$ cat config.mk
export PLATFORM = sky130hd
export DESIGN_NAME = suset_cell
export DESIGN_NICKNAME = d
export VERILOG_FILES = /design/src/sv/suset_pkg.sv /design/src/sv/suset_cell.sv
export SDC_FILE = /design/constraint.sdc
export NUM_CORES = 1
export LEC_CHECK = 0
export ABC_AREA = 0
export BUFFER_PORTS_ARGS = -buffer_cell sky130_fd_sc_hd__buf_2
export CAP_MARGIN = 20
export CORE_UTILIZATION = 45
export DETAILED_ROUTE_END_ITERATION = 7
export GPL_ROUTABILITY_DRIVEN = 0
export PLACE_DENSITY = 0.8
export SETUP_SLACK_MARGIN = 0.5
export SLEW_MARGIN = 5
export SYNTH_ARGS = -nofsm -noshare
export SYNTH_HDL_FRONTEND = slang
export SYNTH_SLANG_ARGS = --single-unit
export TNS_END_PERCENT = 20
$ cat constraint.sdc
create_clock -name i_clk -period 5.6 [get_ports i_clk]
set_input_delay 0.84 -clock i_clk [delete_from_list [all_inputs] [get_ports i_clk]]
set_output_delay 0.84 -clock i_clk [all_outputs]
set_load 0.1 [all_outputs]
$ cat src/sv/suset_pkg.sv
// Package: shared codes and types of the sorted unique set table.
`default_nettype none

package suset_pkg;

    // Request kinds
    localparam logic [2:0] KIND_INSERT = 3'd0;
    localparam logic [2:0] KIND_REMOVE = 3'd1;
    localparam logic [2:0] KIND_SEARCH = 3'd2;
    localparam logic [2:0] KIND_FIRST  = 3'd3;
    localparam logic [2:0] KIND_NEXT   = 3'd4;
    localparam logic [2:0] KIND_CLEAR  = 3'd5;

    // Result status codes
    localparam logic [2:0] ST_OK     = 3'd0;
    localparam logic [2:0] ST_DUP    = 3'd1;
    localparam logic [2:0] ST_ABSENT = 3'd2;
    localparam logic [2:0] ST_FULL   = 3'd3;
    localparam logic [2:0] ST_END    = 3'd4;

    // Update commands broadcast to every cell
    typedef struct packed {
        logic ins;
        logic rem;
    } t_cell_ctl;

    // Compare flags returned by every cell
    typedef struct packed {
        logic lt;
        logic eq;
    } t_cell_flag;

endpackage

`default_nettype wire

$ cat src/sv/suset_cell.sv
// Table cell: holds one sorted entry, compares it and shifts with its neighbours.
`default_nettype none

module suset_cell #(
    parameter int IDX = 0,
    parameter int CW  = 7
) (
    input  wire                        i_clk,
    input  wire  [CW-1:0]              i_count,
    input  suset_pkg::t_cell_ctl       i_ctl,
    input  wire  signed [31:0]         i_value,
    input  wire                        i_left_lt,
    input  wire  signed [31:0]         i_left_val,
    input  wire  signed [31:0]         i_right_val,
    output logic signed [31:0]         o_val,
    output suset_pkg::t_cell_flag      o_flag
);

    logic signed [31:0] r_val;
    logic signed [31:0] n_val;
    logic               w_occupied;

    assign w_occupied  = CW'(IDX) < i_count;
    assign o_flag.lt   = w_occupied && (r_val < i_value);
    assign o_flag.eq   = w_occupied && (r_val == i_value);
    assign o_val       = r_val;

    always_comb begin
        n_val = r_val;
        if (i_ctl.ins && !o_flag.lt) begin
            // first cell not below the operand takes it, the rest move up
            n_val = i_left_lt ? i_value : i_left_val;
        end else if (i_ctl.rem && !o_flag.lt) begin
            n_val = i_right_val;
        end
    end

    always_ff @(posedge i_clk) begin
        r_val <= n_val;
    end

endmodule

`default_nettype wire

==> key figures <==
Synth
  – Post-Syn Area per Cell: 11.51 µm²
  – Post-synthesis instance total: around 230
  – Async S/R FF share, synth: 0%
  – Ys flop type: edfxtp_1
  – Distinct cells, synth: 29
  – Mapped Area: between 2000 and 3000 µm²
  – Synthesis Warnings: 0
  – Register area share after synthesis: 36.78%
  – Number of synthesized flops with an enable pin: 32
  – Syn_nets: around 370
  – FF+latch count, synth: 32

Outcome
  – Status: finished, final reports clean

Detailed routing
  – Total wire length: between 6 and 7 mm
  – Vias per cell: 5.088
  – DR WL/cell: approximately 14 µm
  – DR iter-0 viols: between 50 and 60
  – Vias post-DR: between 2k and 2.5k
  – DRT Pass-1 Iters: 5
  – DRC: 0
  – ANT nets after route: 0

Setup path
  – Critical path arrival: a little under 3 ns
  – Crit end category: primary output
  – CP Class: input port to primary output
  – Worst-path fanout max: 3
  – CP required: roughly 4.8 ns
  – R2R cell count: 9
  – Critical Path Start Type: input port

Clock tree
  – Setup Fix Bufs, Post-CTS: 0
  – Cts bufs inserted: 5
  – Clock Sinks: 32
  – CTS tree: yes
  – CTS root buf: clkbuf_8
  – Worst-Skew Late Latency: approximately 0.28 ns
  – Hold Buf Count CTS: 0
  – Clk buf depth: 2
  – Clock H-tree levels: 2
  – CTS resizes: 0
  – Clock Pin Slew Worst Setup and Hold Paths: around 0.070 ns

Place
  – Placed inst area: 3362 µm²
  – Hpwl dp: 4.924 mm
  – PortBufs: 140
  – DP Cell Count: 433

Timing
  – Fin. Hold Viols: 0
  – Setup Viol. Count Final: 0
  – Slew margin rel.: 49.23%
  – Fin. max-slew vios: 0
  – Fmax achieved: between 0.2 and 0.3 GHz
  – Setup_tns: 0 ns
  – Minimum clock period: roughly 3.8 ns
  – Slew at the pin with the worst max-slew slack: ~0.76 ns
  – RSZ-0062 raised after global routing: no
  – Clk_skew: between 0.01 and 0.015 ns
  – WHS: roughly 0.86 ns
  – Period utilisation layout: ~68%

Finish
  – Final net count: a little over 500
  – Commonest non-fill, non-tap cell in the layout: buf_2
  – Max FFs per register: 32
  – Post-route cell area: approximately 3500 µm²
  – Share of layout cells above drive strength 1: between 50% and 60%
  – Commonest non-fill, non-tap cells in the layout: 140 x buf_2, 64 x mux2_2, 32 x inv_1, 32 x ha_1, 32 x edfxtp_1
  – Layout Cells excl Fill: roughly 440
  – P&R area growth vs syn: 32.81%
  – Number of diodes: 0

Die
  – Die area: 6114 µm²
  – Starting Density: approximately 47%
  – Die Span X: between 70 and 80 µm
  – # IOs: ~140
  – Core Footprint: ~5500 µm²
  – Die Ht: about 80 µm
  – Cell row count: 27

Global route
  – GRT Overall Usage: 21.18%
  – Antenna violations before repair: 0
  – Total grt overflow: 0
  – Largest net degree at the start of global routing: 33
  – Global-route wire length before repair: between 10 and 15 mm
  – Vias in the first global route: between 2k and 2.5k

Flow run
  – Maxcap violations: 0

Worst hold path
  – Hold Crit Class: input port to flop
  – Hold Path Stages: 2
==> layer usage <==
metal | up-vias | GRT usage, % | wire length [µm] | part of all wire (%)
li1 | 1120 | - | - | -
met1 | 1035 | 24.05 | 2547 | 41
met2 | 83 | 39.91 | 3255 | 52
met3 | 11 | 2.674 | 301 | 4.8
met4 | 0 | 8.148 | 119 | 1.9
met5 | - | 0 | 0 | 0
==> synthesized netlist by cell type, types with 3 or more instances <==
cell type	count	share of area, %
clkbuf_1	4	0.57
buf_6	3	1.3
nand3_1	4	0.77
edfxtp_1	32	37
nor2_1	5	0.72
mux2_2	64	28
ha_1	32	15
o21ai_0	3	0.57
nand4_1	5	1.2
inv_1	32	4.6
nand2_1	8	1.1
a21oi_1	13	2.5
==> stage by stage <==
step	utilization, %	setup WS (ns)
after floorplan	-	1.116
after global placement	60.68	1.737
after detailed placement	60.68	1.648
after CTS	62.13	1.796
after global routing	62.62	1.654
final	62.62	1.817
==> cell families (layout without fill, tap and decap cells) <==
family | count (synthesis) | in the layout | synth area share [%]
AO/OA/AOI/OAI | 27 | 27 | 6.753
XOR/XNOR | 2 | 2 | 0.6706
adder cells (fa/ha/maj) | 32 | 32 | 15.33
buffers and inverters | 39 | 182 | 6.465
flip-flops | 32 | 32 | 36.78
multiplexers | 64 | 64 | 27.59
AND/OR/NAND/NOR | 31 | 31 | 6.418
==> final cells by class <==
type | count | area (µm²)
multi-input cells | 156 | 1483
flip-flops and latches | 32 | 960.9
clock buffers | 7 | 76.32
clock inverters | 1 | 3.754
inverters | 32 | 120.1
well taps | 72 | 90.09
repair buffers | 142 | 735.7
fillers | 487 | 2071
==> critical path, cell delays in order <==
cell and delay (ns):
buf_2 0.09, inv_1 0.04, ha_1 0.31, nand4_1 0.19
nor3_1 0.10, a21boi_0 0.14, or4_4 0.43, a21oi_1 0.17
xor2_1 0.11, nor2_1 0.09, buf_2 0.43
==> final timing paths <==
kind	startpoint	to	slack, ns
setup / recovery	i_value[13]	o_flag[1]	1.82
hold / removal	i_right_val[6]	o_val[6]	0.86
setup reg to reg	o_val[9]	o_val[26]	2.46
hold reg to reg	o_val[31]	o_val[0]	1.31
Power is left out: the tool's default activity adds up to more than one toggle a clock period on the data nets, which glitch-free logic cannot reach.
